File: src/sv/gvoe_pkg.sv
// Shared constants, entry codes and types for the guarded variable operation engine.
// Used by gvoe_serial_alu and guarded_variable_op_engine_core; depends on nothing.
`default_nettype none

package gvoe_pkg;

	// Store geometry.
	localparam int unsigned NUM_VARS = 64;
	localparam int unsigned ADDR_W   = $clog2(NUM_VARS);
	localparam int unsigned DATA_W   = 32;
	localparam int unsigned STEP_W   = $clog2(DATA_W);

	// Entry commands.
	localparam logic [2:0] CMD_START = 3'd0;
	localparam logic [2:0] CMD_COND  = 3'd1;
	localparam logic [2:0] CMD_OP    = 3'd2;
	localparam logic [2:0] CMD_READ  = 3'd3;
	localparam logic [2:0] CMD_WRITE = 3'd4;

	// Relations of a condition entry; other codes are always true.
	localparam logic [2:0] REL_LT = 3'd1;
	localparam logic [2:0] REL_LE = 3'd2;
	localparam logic [2:0] REL_EQ = 3'd3;
	localparam logic [2:0] REL_GE = 3'd4;
	localparam logic [2:0] REL_GT = 3'd5;
	localparam logic [2:0] REL_NE = 3'd6;

	// Ways to fold a condition into the verdict.
	localparam logic [1:0] COMB_AND     = 2'd0;
	localparam logic [1:0] COMB_OR      = 2'd1;
	localparam logic [1:0] COMB_XOR     = 2'd2;
	localparam logic [1:0] COMB_REPLACE = 2'd3;

	// Operation types; other codes keep the value.
	localparam logic [2:0] OP_SET = 3'd0;
	localparam logic [2:0] OP_ADD = 3'd1;
	localparam logic [2:0] OP_SUB = 3'd2;
	localparam logic [2:0] OP_MUL = 3'd3;
	localparam logic [2:0] OP_DIV = 3'd4;

	// Functions of the serial arithmetic unit.
	typedef enum logic [1:0] {
		ALU_ADD,
		ALU_SUB,
		ALU_MUL,
		ALU_DIV
	} alu_op_t;

	// Request from the sequencer to the arithmetic unit.
	typedef struct packed {
		logic    start;
		alu_op_t op;
	} alu_req_t;

	// Completion and compare flags from the arithmetic unit.
	typedef struct packed {
		logic done;
		logic lt;
		logic eq;
	} alu_rsp_t;

endpackage

`default_nettype wire

File: src/sv/gvoe_serial_alu.sv
// Serial arithmetic unit: bit-serial add, subtract and compare, shift-add multiply
// and restoring divide, one step per cycle. Depends on gvoe_pkg.
`default_nettype none

module gvoe_serial_alu (
	input  wire logic                          clk,
	input  wire logic                          arst_n,
	input  wire gvoe_pkg::alu_req_t            req,
	input  wire logic [gvoe_pkg::DATA_W-1:0]   a,
	input  wire logic [gvoe_pkg::DATA_W-1:0]   b,
	output gvoe_pkg::alu_rsp_t                 rsp,
	output logic [gvoe_pkg::DATA_W-1:0]        result
);

	localparam int unsigned W = gvoe_pkg::DATA_W;

	typedef enum logic [1:0] {
		A_IDLE,
		A_RUN,
		A_FIN
	} alu_state_t;

	alu_state_t                     state_q;
	gvoe_pkg::alu_op_t              op_q;
	logic [gvoe_pkg::STEP_W-1:0]    cnt_q;
	logic [W-1:0]                   x_q;
	logic [W-1:0]                   y_q;
	logic [W-1:0]                   r_q;
	logic                           c_q;
	logic                           v_q;
	logic                           nz_q;
	logic                           neg_q;
	logic                           done_q;
	logic                           lt_q;
	logic                           eq_q;
	logic [W-1:0]                   result_q;

	logic                           sum_bit;
	logic                           carry_out;
	logic [W:0]                     div_trial;
	logic [W:0]                     div_diff;
	logic                           last_step;

	// One full-adder slice for the serial add and subtract, and one trial
	// subtraction for the restoring divide.
	always_comb begin
		sum_bit   = x_q[0] ^ y_q[0] ^ c_q;
		carry_out = (x_q[0] & y_q[0]) | (x_q[0] & c_q) | (y_q[0] & c_q);
		div_trial = {r_q, x_q[W-1]};
		div_diff  = div_trial - {1'b0, y_q};
		last_step = (cnt_q == gvoe_pkg::STEP_W'(W - 1));
	end

	// Sequencer of the unit and its registered results.
	always_ff @(posedge clk or negedge arst_n) begin
		if (!arst_n) begin
			state_q <= A_IDLE;
			done_q  <= 1'b0;
		end else begin
			done_q <= (state_q == A_FIN);
			unique case (state_q)
				A_IDLE: begin
					if (req.start) begin
						op_q  <= req.op;
						cnt_q <= '0;
						r_q   <= '0;
						nz_q  <= 1'b0;
						v_q   <= 1'b0;
						neg_q <= a[W-1] ^ b[W-1];
						unique case (req.op)
							gvoe_pkg::ALU_ADD: begin
								x_q <= a;
								y_q <= b;
								c_q <= 1'b0;
							end
							gvoe_pkg::ALU_SUB: begin
								x_q <= a;
								y_q <= ~b;
								c_q <= 1'b1;
							end
							gvoe_pkg::ALU_MUL: begin
								x_q <= a;
								y_q <= b;
								c_q <= 1'b0;
							end
							gvoe_pkg::ALU_DIV: begin
								x_q <= a[W-1] ? (W'(0) - a) : a;
								y_q <= b[W-1] ? (W'(0) - b) : b;
								c_q <= 1'b0;
							end
							default: begin
								x_q <= a;
								y_q <= b;
								c_q <= 1'b0;
							end
						endcase
						state_q <= A_RUN;
					end
				end
				A_RUN: begin
					unique case (op_q)
						gvoe_pkg::ALU_ADD, gvoe_pkg::ALU_SUB: begin
							r_q  <= {sum_bit, r_q[W-1:1]};
							x_q  <= {1'b0, x_q[W-1:1]};
							y_q  <= {1'b0, y_q[W-1:1]};
							c_q  <= carry_out;
							nz_q <= nz_q | sum_bit;
							if (last_step) begin
								v_q <= c_q ^ carry_out;
							end
						end
						gvoe_pkg::ALU_MUL: begin
							if (y_q[0]) begin
								r_q <= r_q + x_q;
							end
							x_q <= {x_q[W-2:0], 1'b0};
							y_q <= {1'b0, y_q[W-1:1]};
						end
						gvoe_pkg::ALU_DIV: begin
							if (!div_diff[W]) begin
								r_q <= div_diff[W-1:0];
							end else begin
								r_q <= div_trial[W-1:0];
							end
							x_q <= {x_q[W-2:0], ~div_diff[W]};
						end
						default: begin
							r_q <= r_q;
						end
					endcase
					cnt_q <= cnt_q + 1'b1;
					if (last_step) begin
						state_q <= A_FIN;
					end
				end
				A_FIN: begin
					lt_q   <= r_q[W-1] ^ v_q;
					eq_q   <= ~nz_q;
					if (op_q == gvoe_pkg::ALU_DIV) begin
						result_q <= neg_q ? (W'(0) - x_q) : x_q;
					end else begin
						result_q <= r_q;
					end
					state_q <= A_IDLE;
				end
				default: begin
					state_q <= A_IDLE;
				end
			endcase
		end
	end

	assign rsp.done = done_q;
	assign rsp.lt   = lt_q;
	assign rsp.eq   = eq_q;
	assign result   = result_q;

`ifndef SYNTHESIS
	// A request is only taken while the unit is free.
	a_start_idle: assert property (@(posedge clk) disable iff (!arst_n)
		req.start |-> state_q == A_IDLE)
		else $error("arithmetic request while unit busy");

	// Completion follows in the cycle after the finishing step.
	a_done_after_fin: assert property (@(posedge clk) disable iff (!arst_n)
		state_q == A_FIN |=> done_q && state_q == A_IDLE)
		else $error("arithmetic completion lost");

	// The unit stays idle until it gets a request.
	a_cnt_idle: assert property (@(posedge clk) disable iff (!arst_n)
		state_q == A_IDLE && !req.start |=> state_q == A_IDLE)
		else $error("arithmetic unit started without a request");
`endif

endmodule

`default_nettype wire

File: src/sv/guarded_variable_op_engine_core.sv
// Top level of the guarded variable operation engine: entry sequencer, variable store
// and output register. Depends on gvoe_pkg and gvoe_serial_alu.
`default_nettype none

// The engine keeps 64 signed 32-bit variables, all zero after reset (per-entry valid
// bits cleared by reset, so no clearing pass is needed), and a running verdict that
// starts at one. It takes one entry at a time and returns one result item per entry.
// Start-group, read, write, set and skipped or keep operations pass through store read,
// decide and write-back, where the result enters the output register once it is free.
// Conditions and add, subtract, multiply and divide go through a bit-serial arithmetic
// unit between decide and write-back; that unit steps 32 times and sets their rate.
// A division by zero skips the unit and reports div_by_zero. The next entry is accepted
// as soon as the previous one is written back, even while its result still waits in the
// output register.
module guarded_variable_op_engine_core (
	input  wire logic                 clk,
	input  wire logic                 arst_n,
	input  wire logic                 in_valid,
	output logic                      in_stall,
	input  wire logic [2:0]           cmd,
	input  wire logic [5:0]           var_index,
	input  wire logic [2:0]           compare_op,
	input  wire logic [1:0]           combine_op,
	input  wire logic [2:0]           op_type,
	input  wire logic signed [31:0]   operand_value,
	output logic                      out_valid,
	input  wire logic                 out_stall,
	output logic                      verdict,
	output logic signed [31:0]        var_value,
	output logic                      performed,
	output logic                      div_by_zero
);

	localparam int unsigned W  = gvoe_pkg::DATA_W;
	localparam int unsigned AW = gvoe_pkg::ADDR_W;
	localparam int unsigned NV = gvoe_pkg::NUM_VARS;

	typedef enum logic [1:0] {
		S_IDLE,
		S_EXEC,
		S_WAIT,
		S_WB
	} seq_state_t;

	seq_state_t          state_q;
	logic                verdict_q;

	// Entry fields held for the whole item.
	logic [2:0]          cmd_q;
	logic [2:0]          cmp_q;
	logic [1:0]          comb_q;
	logic [2:0]          op_q;
	logic [W-1:0]        val_q;
	logic [AW-1:0]       addr_q;
	logic                inr_q;

	// Store read data and per-entry valid bits.
	logic [W-1:0]        mem [NV];
	logic [NV-1:0]       vld_q;
	logic [W-1:0]        rdata_q;
	logic                rvld_q;

	// Item results before the output register.
	logic [W-1:0]        nv_q;
	logic                we_q;
	logic                perf_q;
	logic                dz_q;

	// Output register.
	logic                out_valid_q;
	logic                out_verdict_q;
	logic [W-1:0]        out_value_q;
	logic                out_perf_q;
	logic                out_dz_q;

	logic                accept;
	logic [AW-1:0]       in_addr;
	logic                in_range;
	logic [W-1:0]        cur_value;
	logic                out_free;
	logic                mem_we;
	logic                exec_op;
	logic                take_operand;
	logic                cond_hit;
	logic                cond_verdict;
	gvoe_pkg::alu_req_t  alu_req;
	gvoe_pkg::alu_rsp_t  alu_rsp;
	logic [W-1:0]        alu_result;

	assign accept    = in_valid && !in_stall;
	assign in_stall  = (state_q != S_IDLE);
	assign in_addr   = AW'(var_index);
	assign in_range  = (32'(var_index) < NV);
	assign cur_value = rvld_q ? rdata_q : '0;
	assign out_free  = !out_valid_q || !out_stall;
	assign mem_we    = (state_q == S_WB) && out_free && we_q && inr_q;

	// An operation entry is carried out only under a set verdict; a write entry
	// or a set operation takes the operand as the new value.
	assign exec_op      = (cmd_q == gvoe_pkg::CMD_OP) && verdict_q;
	assign take_operand = (cmd_q == gvoe_pkg::CMD_WRITE) ||
		(exec_op && (op_q == gvoe_pkg::OP_SET));

	// Variable store: one write port, one registered read port.
	always_ff @(posedge clk) begin
		if (mem_we) begin
			mem[addr_q] <= nv_q;
		end
		if (accept) begin
			rdata_q <= mem[in_addr];
		end
	end

	// Valid bits: an entry never written reads as zero.
	always_ff @(posedge clk or negedge arst_n) begin
		if (!arst_n) begin
			vld_q  <= '0;
			rvld_q <= 1'b0;
		end else begin
			if (mem_we) begin
				vld_q[addr_q] <= 1'b1;
			end
			if (accept) begin
				rvld_q <= in_range && vld_q[in_addr];
			end
		end
	end

	// Arithmetic requests issued in the decide cycle.
	always_comb begin
		alu_req.start = 1'b0;
		alu_req.op    = gvoe_pkg::ALU_ADD;
		if (state_q == S_EXEC) begin
			if (cmd_q == gvoe_pkg::CMD_COND) begin
				alu_req.start = 1'b1;
				alu_req.op    = gvoe_pkg::ALU_SUB;
			end else if (cmd_q == gvoe_pkg::CMD_OP && verdict_q) begin
				unique case (op_q)
					gvoe_pkg::OP_ADD: begin
						alu_req.start = 1'b1;
						alu_req.op    = gvoe_pkg::ALU_ADD;
					end
					gvoe_pkg::OP_SUB: begin
						alu_req.start = 1'b1;
						alu_req.op    = gvoe_pkg::ALU_SUB;
					end
					gvoe_pkg::OP_MUL: begin
						alu_req.start = 1'b1;
						alu_req.op    = gvoe_pkg::ALU_MUL;
					end
					gvoe_pkg::OP_DIV: begin
						alu_req.start = (val_q != '0);
						alu_req.op    = gvoe_pkg::ALU_DIV;
					end
					default: begin
						alu_req.start = 1'b0;
					end
				endcase
			end
		end
	end

	gvoe_serial_alu u_alu (
		.clk    (clk),
		.arst_n (arst_n),
		.req    (alu_req),
		.a      (cur_value),
		.b      (val_q),
		.rsp    (alu_rsp),
		.result (alu_result)
	);

	// Relation of the condition entry and its fold into the verdict.
	always_comb begin
		unique case (cmp_q)
			gvoe_pkg::REL_LT: cond_hit = alu_rsp.lt;
			gvoe_pkg::REL_LE: cond_hit = alu_rsp.lt | alu_rsp.eq;
			gvoe_pkg::REL_EQ: cond_hit = alu_rsp.eq;
			gvoe_pkg::REL_GE: cond_hit = ~alu_rsp.lt;
			gvoe_pkg::REL_GT: cond_hit = ~alu_rsp.lt & ~alu_rsp.eq;
			gvoe_pkg::REL_NE: cond_hit = ~alu_rsp.eq;
			default:          cond_hit = 1'b1;
		endcase
		unique case (comb_q)
			gvoe_pkg::COMB_AND:     cond_verdict = cond_hit & verdict_q;
			gvoe_pkg::COMB_OR:      cond_verdict = cond_hit | verdict_q;
			gvoe_pkg::COMB_XOR:     cond_verdict = cond_hit ^ verdict_q;
			gvoe_pkg::COMB_REPLACE: cond_verdict = cond_hit;
			default:                cond_verdict = cond_hit;
		endcase
	end

	// Entry sequencer, verdict and output register.
	always_ff @(posedge clk or negedge arst_n) begin
		if (!arst_n) begin
			state_q     <= S_IDLE;
			verdict_q   <= 1'b1;
			out_valid_q <= 1'b0;
		end else begin
			if (out_valid_q && !out_stall && state_q != S_WB) begin
				out_valid_q <= 1'b0;
			end
			unique case (state_q)
				S_IDLE: begin
					if (accept) begin
						cmd_q   <= cmd;
						cmp_q   <= compare_op;
						comb_q  <= combine_op;
						op_q    <= op_type;
						val_q   <= operand_value;
						addr_q  <= in_addr;
						inr_q   <= in_range;
						state_q <= S_EXEC;
					end
				end
				S_EXEC: begin
					nv_q    <= take_operand ? val_q : cur_value;
					we_q    <= (cmd_q == gvoe_pkg::CMD_WRITE) || exec_op;
					perf_q  <= exec_op;
					dz_q    <= exec_op && (op_q == gvoe_pkg::OP_DIV) && (val_q == '0);
					if (cmd_q == gvoe_pkg::CMD_START) begin
						verdict_q <= 1'b1;
					end
					state_q <= alu_req.start ? S_WAIT : S_WB;
				end
				S_WAIT: begin
					if (alu_rsp.done) begin
						if (cmd_q == gvoe_pkg::CMD_COND) begin
							verdict_q <= cond_verdict;
						end else begin
							nv_q <= alu_result;
						end
						state_q <= S_WB;
					end
				end
				S_WB: begin
					if (out_free) begin
						out_valid_q   <= 1'b1;
						out_verdict_q <= verdict_q;
						out_value_q   <= inr_q ? nv_q : '0;
						out_perf_q    <= perf_q;
						out_dz_q      <= dz_q;
						state_q       <= S_IDLE;
					end else if (out_valid_q && !out_stall) begin
						out_valid_q <= 1'b0;
					end
				end
				default: begin
					state_q <= S_IDLE;
				end
			endcase
		end
	end

	assign out_valid   = out_valid_q;
	assign verdict     = out_verdict_q;
	assign var_value   = out_value_q;
	assign performed   = out_perf_q;
	assign div_by_zero = out_dz_q;

`ifndef SYNTHESIS
	// The arithmetic unit only finishes while the sequencer waits for it.
	a_done_in_wait: assert property (@(posedge clk) disable iff (!arst_n)
		alu_rsp.done |-> state_q == S_WAIT)
		else $error("arithmetic completion outside wait state");

	// A zero divisor is only reported for an operation that was carried out.
	a_dz_perf: assert property (@(posedge clk) disable iff (!arst_n)
		out_valid && div_by_zero |-> performed)
		else $error("division by zero reported without operation");

	// A new result only appears after the write-back step.
	a_out_from_wb: assert property (@(posedge clk) disable iff (!arst_n)
		$rose(out_valid) |-> $past(state_q == S_WB))
		else $error("result issued outside write-back");

	// The store is never written while an item is still being decided.
	a_we_in_wb: assert property (@(posedge clk) disable iff (!arst_n)
		mem_we |=> state_q == S_IDLE)
		else $error("store write did not complete the item");
`endif

endmodule

`default_nettype wire

File: config.mk
export PLATFORM = sky130hd
export DESIGN_NAME = guarded_variable_op_engine_core
export DESIGN_NICKNAME = d
export VERILOG_FILES = /design/src/sv/gvoe_pkg.sv /design/src/sv/gvoe_serial_alu.sv /design/src/sv/guarded_variable_op_engine_core.sv
export SDC_FILE = /design/constraint.sdc
export NUM_CORES = 2
export LEC_CHECK = 0
export CAP_MARGIN = 20
export CORE_MARGIN = 5
export CORE_UTILIZATION = 45
export DETAILED_ROUTE_END_ITERATION = 12
export DONT_BUFFER_PORTS = 1
export SETUP_SLACK_MARGIN = 0.4
export SLEW_MARGIN = 20
export SYNTH_ARGS = -nofsm -noshare
export SYNTH_HDL_FRONTEND = slang
export SYNTH_HIERARCHICAL = 1
export SYNTH_SLANG_ARGS = --single-unit
File: constraint.sdc
create_clock -name clk -period 5.53 [get_ports clk]
set_input_delay 1.106 -clock clk [delete_from_list [all_inputs] [get_ports clk]]
set_output_delay 1.106 -clock clk [all_outputs]
set_load 0.02 [all_outputs]
==> flow_metrics.tcl <==
set metrics [dict create \
    ys_seq_area_share_pct 73.2 \
    vdd_drop_max_mv 0.311 \
    yosysTopAreaCell "edfxtp_1" \
    fp.dieH_um 478 \
    ctsResizeCount 0 \
    grt_antenna_before_repair 8 \
    multi_input_area_um2 25600 \
    synth_edf_count 2340 \
    numCtsBuffers 238 \
    cellLeakagePower_nw 35.7 \
    status "finished clean" \
    startpoint_type "input port" \
    rows 171 \
    cts.htree.levels 4 \
    crit_type "in2reg" \
    regArea_um2 72100 \
    start_util_pct 45.3 \
    maxCapViolations 0 \
    drtIter0Drc 5853 \
    wl_per_cell_um 31.5 \
    routed_wl_um 262000 \
    dpl.hpwl_um 155000 \
    port_buffers 0 \
    cp.required_ps 6130 \
    crit_fanout 168 \
    setup.worst_path.end_class "flip-flop" \
    synth_seq_cells 2412 \
    layout_common_cells "2340 x edfxtp_1, 608 x mux4_2, 240 x clkbuf_16" \
    drtAntennaViolNets 0 \
    routed_via_density 6.15 \
    clock-sinks 2412 \
    skew_ps 74.3 \
    nets 5367 \
    grt_pass1_vias 50488 \
    cts_tree "done" \
    min_path_type "in2async" \
    yosysWarnings 6 \
    ys_async_sr_fraction_pct 2.99 \
    avgSynthCellArea_um2 19.3 \
    netlist_top_cells_area "edfxtp_1 71%, mux4_2 14%, dfrtp_1 1.8%" \
    fin_area_um2 111000 \
    core_area_um2 217000 \
    synth.net_count 5226 \
    max_freq_mhz 224 \
    power_mw 46.3 \
    drtPass1Iterations 8 \
    layout-drive-gt1-share_pct 22.7 \
    tightest_slew_ps 1320 \
    grt_pass1_wl_um 376000 \
    die_w_um 478 \
    cp.arrival_ps 5070 \
    insertion_delay_ps 880 \
    io_pins 90 \
    area.growth.synth_to_final_pct 12.3 \
    num_vias 51113 \
    syn_inst 5095 \
    period_needed_ps 4470 \
    finalHoldViolCount 0 \
    grt_usage_pct 22.7 \
    rsz0062_at_grt "false" \
    synth_cell_type_count 86 \
    netlist.area_leader.share_pct 71.3 \
    setup_tns_ps 0 \
    layout_commonest_cell "edfxtp_1" \
    die_area_um2 228000 \
    fillers 17263 \
    r2r_setup_slack_ps 1120 \
    dpl_cell_area_um2 103000 \
    setup_viol 0 \
    clock-root-buffer "clkbuf_16" \
    grt_max_degree 507 \
    clockBufferDepth 3 \
    grt-ovfl-total 0 \
    synth_ff_type "edfxtp_1" \
    slew_headroom_pct 11.7 \
    clk_pin_slew_ps 60 \
    slew_viol_final 0 \
    place_congestion 0.886 \
    p_per_area_nw_per_um2 418 \
    drc_errors 0 \
    period_share_pct 80.8 \
    netlist_area_um2 98500 \
]
timing repair:
item                                    4_1_cts  5_1_grt
endpoints found under the setup margin        0        0
hold buffers                                  1        0
endpoints found under the hold margin        71        0
buffers inserted                              0        0
cell usage after synthesis, types with 51 or more instances:
| master | instances |
|---|---|
| mux2i_1 | 97 |
| buf_2 | 73 |
| xnor2_1 | 66 |
| inv_1 | 69 |
| ha_1 | 75 |
| a22oi_1 | 88 |
| edfxtp_1 | 2340 |
| clkbuf_1 | 131 |
| o21ai_0 | 143 |
| and2_1 | 51 |
| mux4_2 | 608 |
| a21oi_1 | 165 |
| dfrtp_1 | 71 |
| nand2_1 | 222 |
| xor2_1 | 74 |
| nor2_1 | 206 |
area by class of cell:
class / count / area share (%)
antenna: 7 / 0.0158
clock buffer: 301 / 5.72
clock inverter: 147 / 1.21
inverter: 71 / 0.241
multi-input combinational: 2355 / 23.1
sequential: 2412 / 65.2
tap: 2854 / 3.23
timing repair buffer: 158 / 1.30
path summary, 6_finish.rpt:
kind / from / endpoint / depth (start not counted)
max reg2reg: u_alu/x_q[31] / u_alu/r_q[15] / 14
max in group asynchronous: arst_n / vld_q[28] / 1
min reg2reg: dz_q / div_by_zero / 0
min: arst_n / u_alu/state_q[0] / 1
min in group clk: operand_value[21] / val_q[21] / 0
max: var_index[0] / rdata_q[16] / 6
metrics by stage:
step           setup WS, ps  util (%)  hold slack (ps)  std cells
2_1_floorplan          1570         -              400       5095
3_3_place_gp           1260      47.2              417       7841
3_5_place_dp           1170      47.2              421       7842
4_1_cts                1150      50.8             11.2       8291
5_1_grt                 750      50.9             35.7       8299
6_report               1060      50.9             60.7       8305
flip-flops by register name, summed over array words and instances (netlist names), 3 cells and up:
name          count
cmd_q             3
cmp_q             3
mem            2048
op_q              3
u_alu/r_q        32
rdata_q          32
val_q            32
u_alu/x_q        32
u_alu/cnt_q       5
u_alu/result     32
vld_q            64
u_alu/y_q        32
addr_q            6
nv_q             32
var_value        32
report_power, final:
part	internal (mW)	switching, mW	total, mW
clock	8.93	6.95	15.9
sequential	21.9	0.772	22.7
combinational	2.56	5.10	7.66
total	33.4	12.8	46.3
routing by layer:
metal | part of all wire [%] | up-vias | global-route usage (%)
met5 | 0.0057 | - | 0
met4 | 2.7 | 4 | 5.81
met3 | 7.5 | 354 | 3.52
met2 | 48 | 2194 | 36.4
met1 | 42 | 27311 | 32.9
li1 | - | 21250 | -
logic make-up after synthesis:
kind of cell	Yosys count	synth area share, %
AND/OR/NAND/NOR	749	3.71
AO/OA/AOI/OAI	677	4.43
adder cells (fa/ha/maj)	78	1.01
flip-flops	2412	73.2
multiplexers	711	15.0
XOR/XNOR	140	1.24
buffers and inverters	328	1.48
critical path, cell delays in order:
cell     delay [ps]
buf_16          850
buf_16          850
mux4_2          650
mux4_2          540
a22oi_1         690
nand2_1         110
No activity file was read; power rests on OpenSTA's default activity.
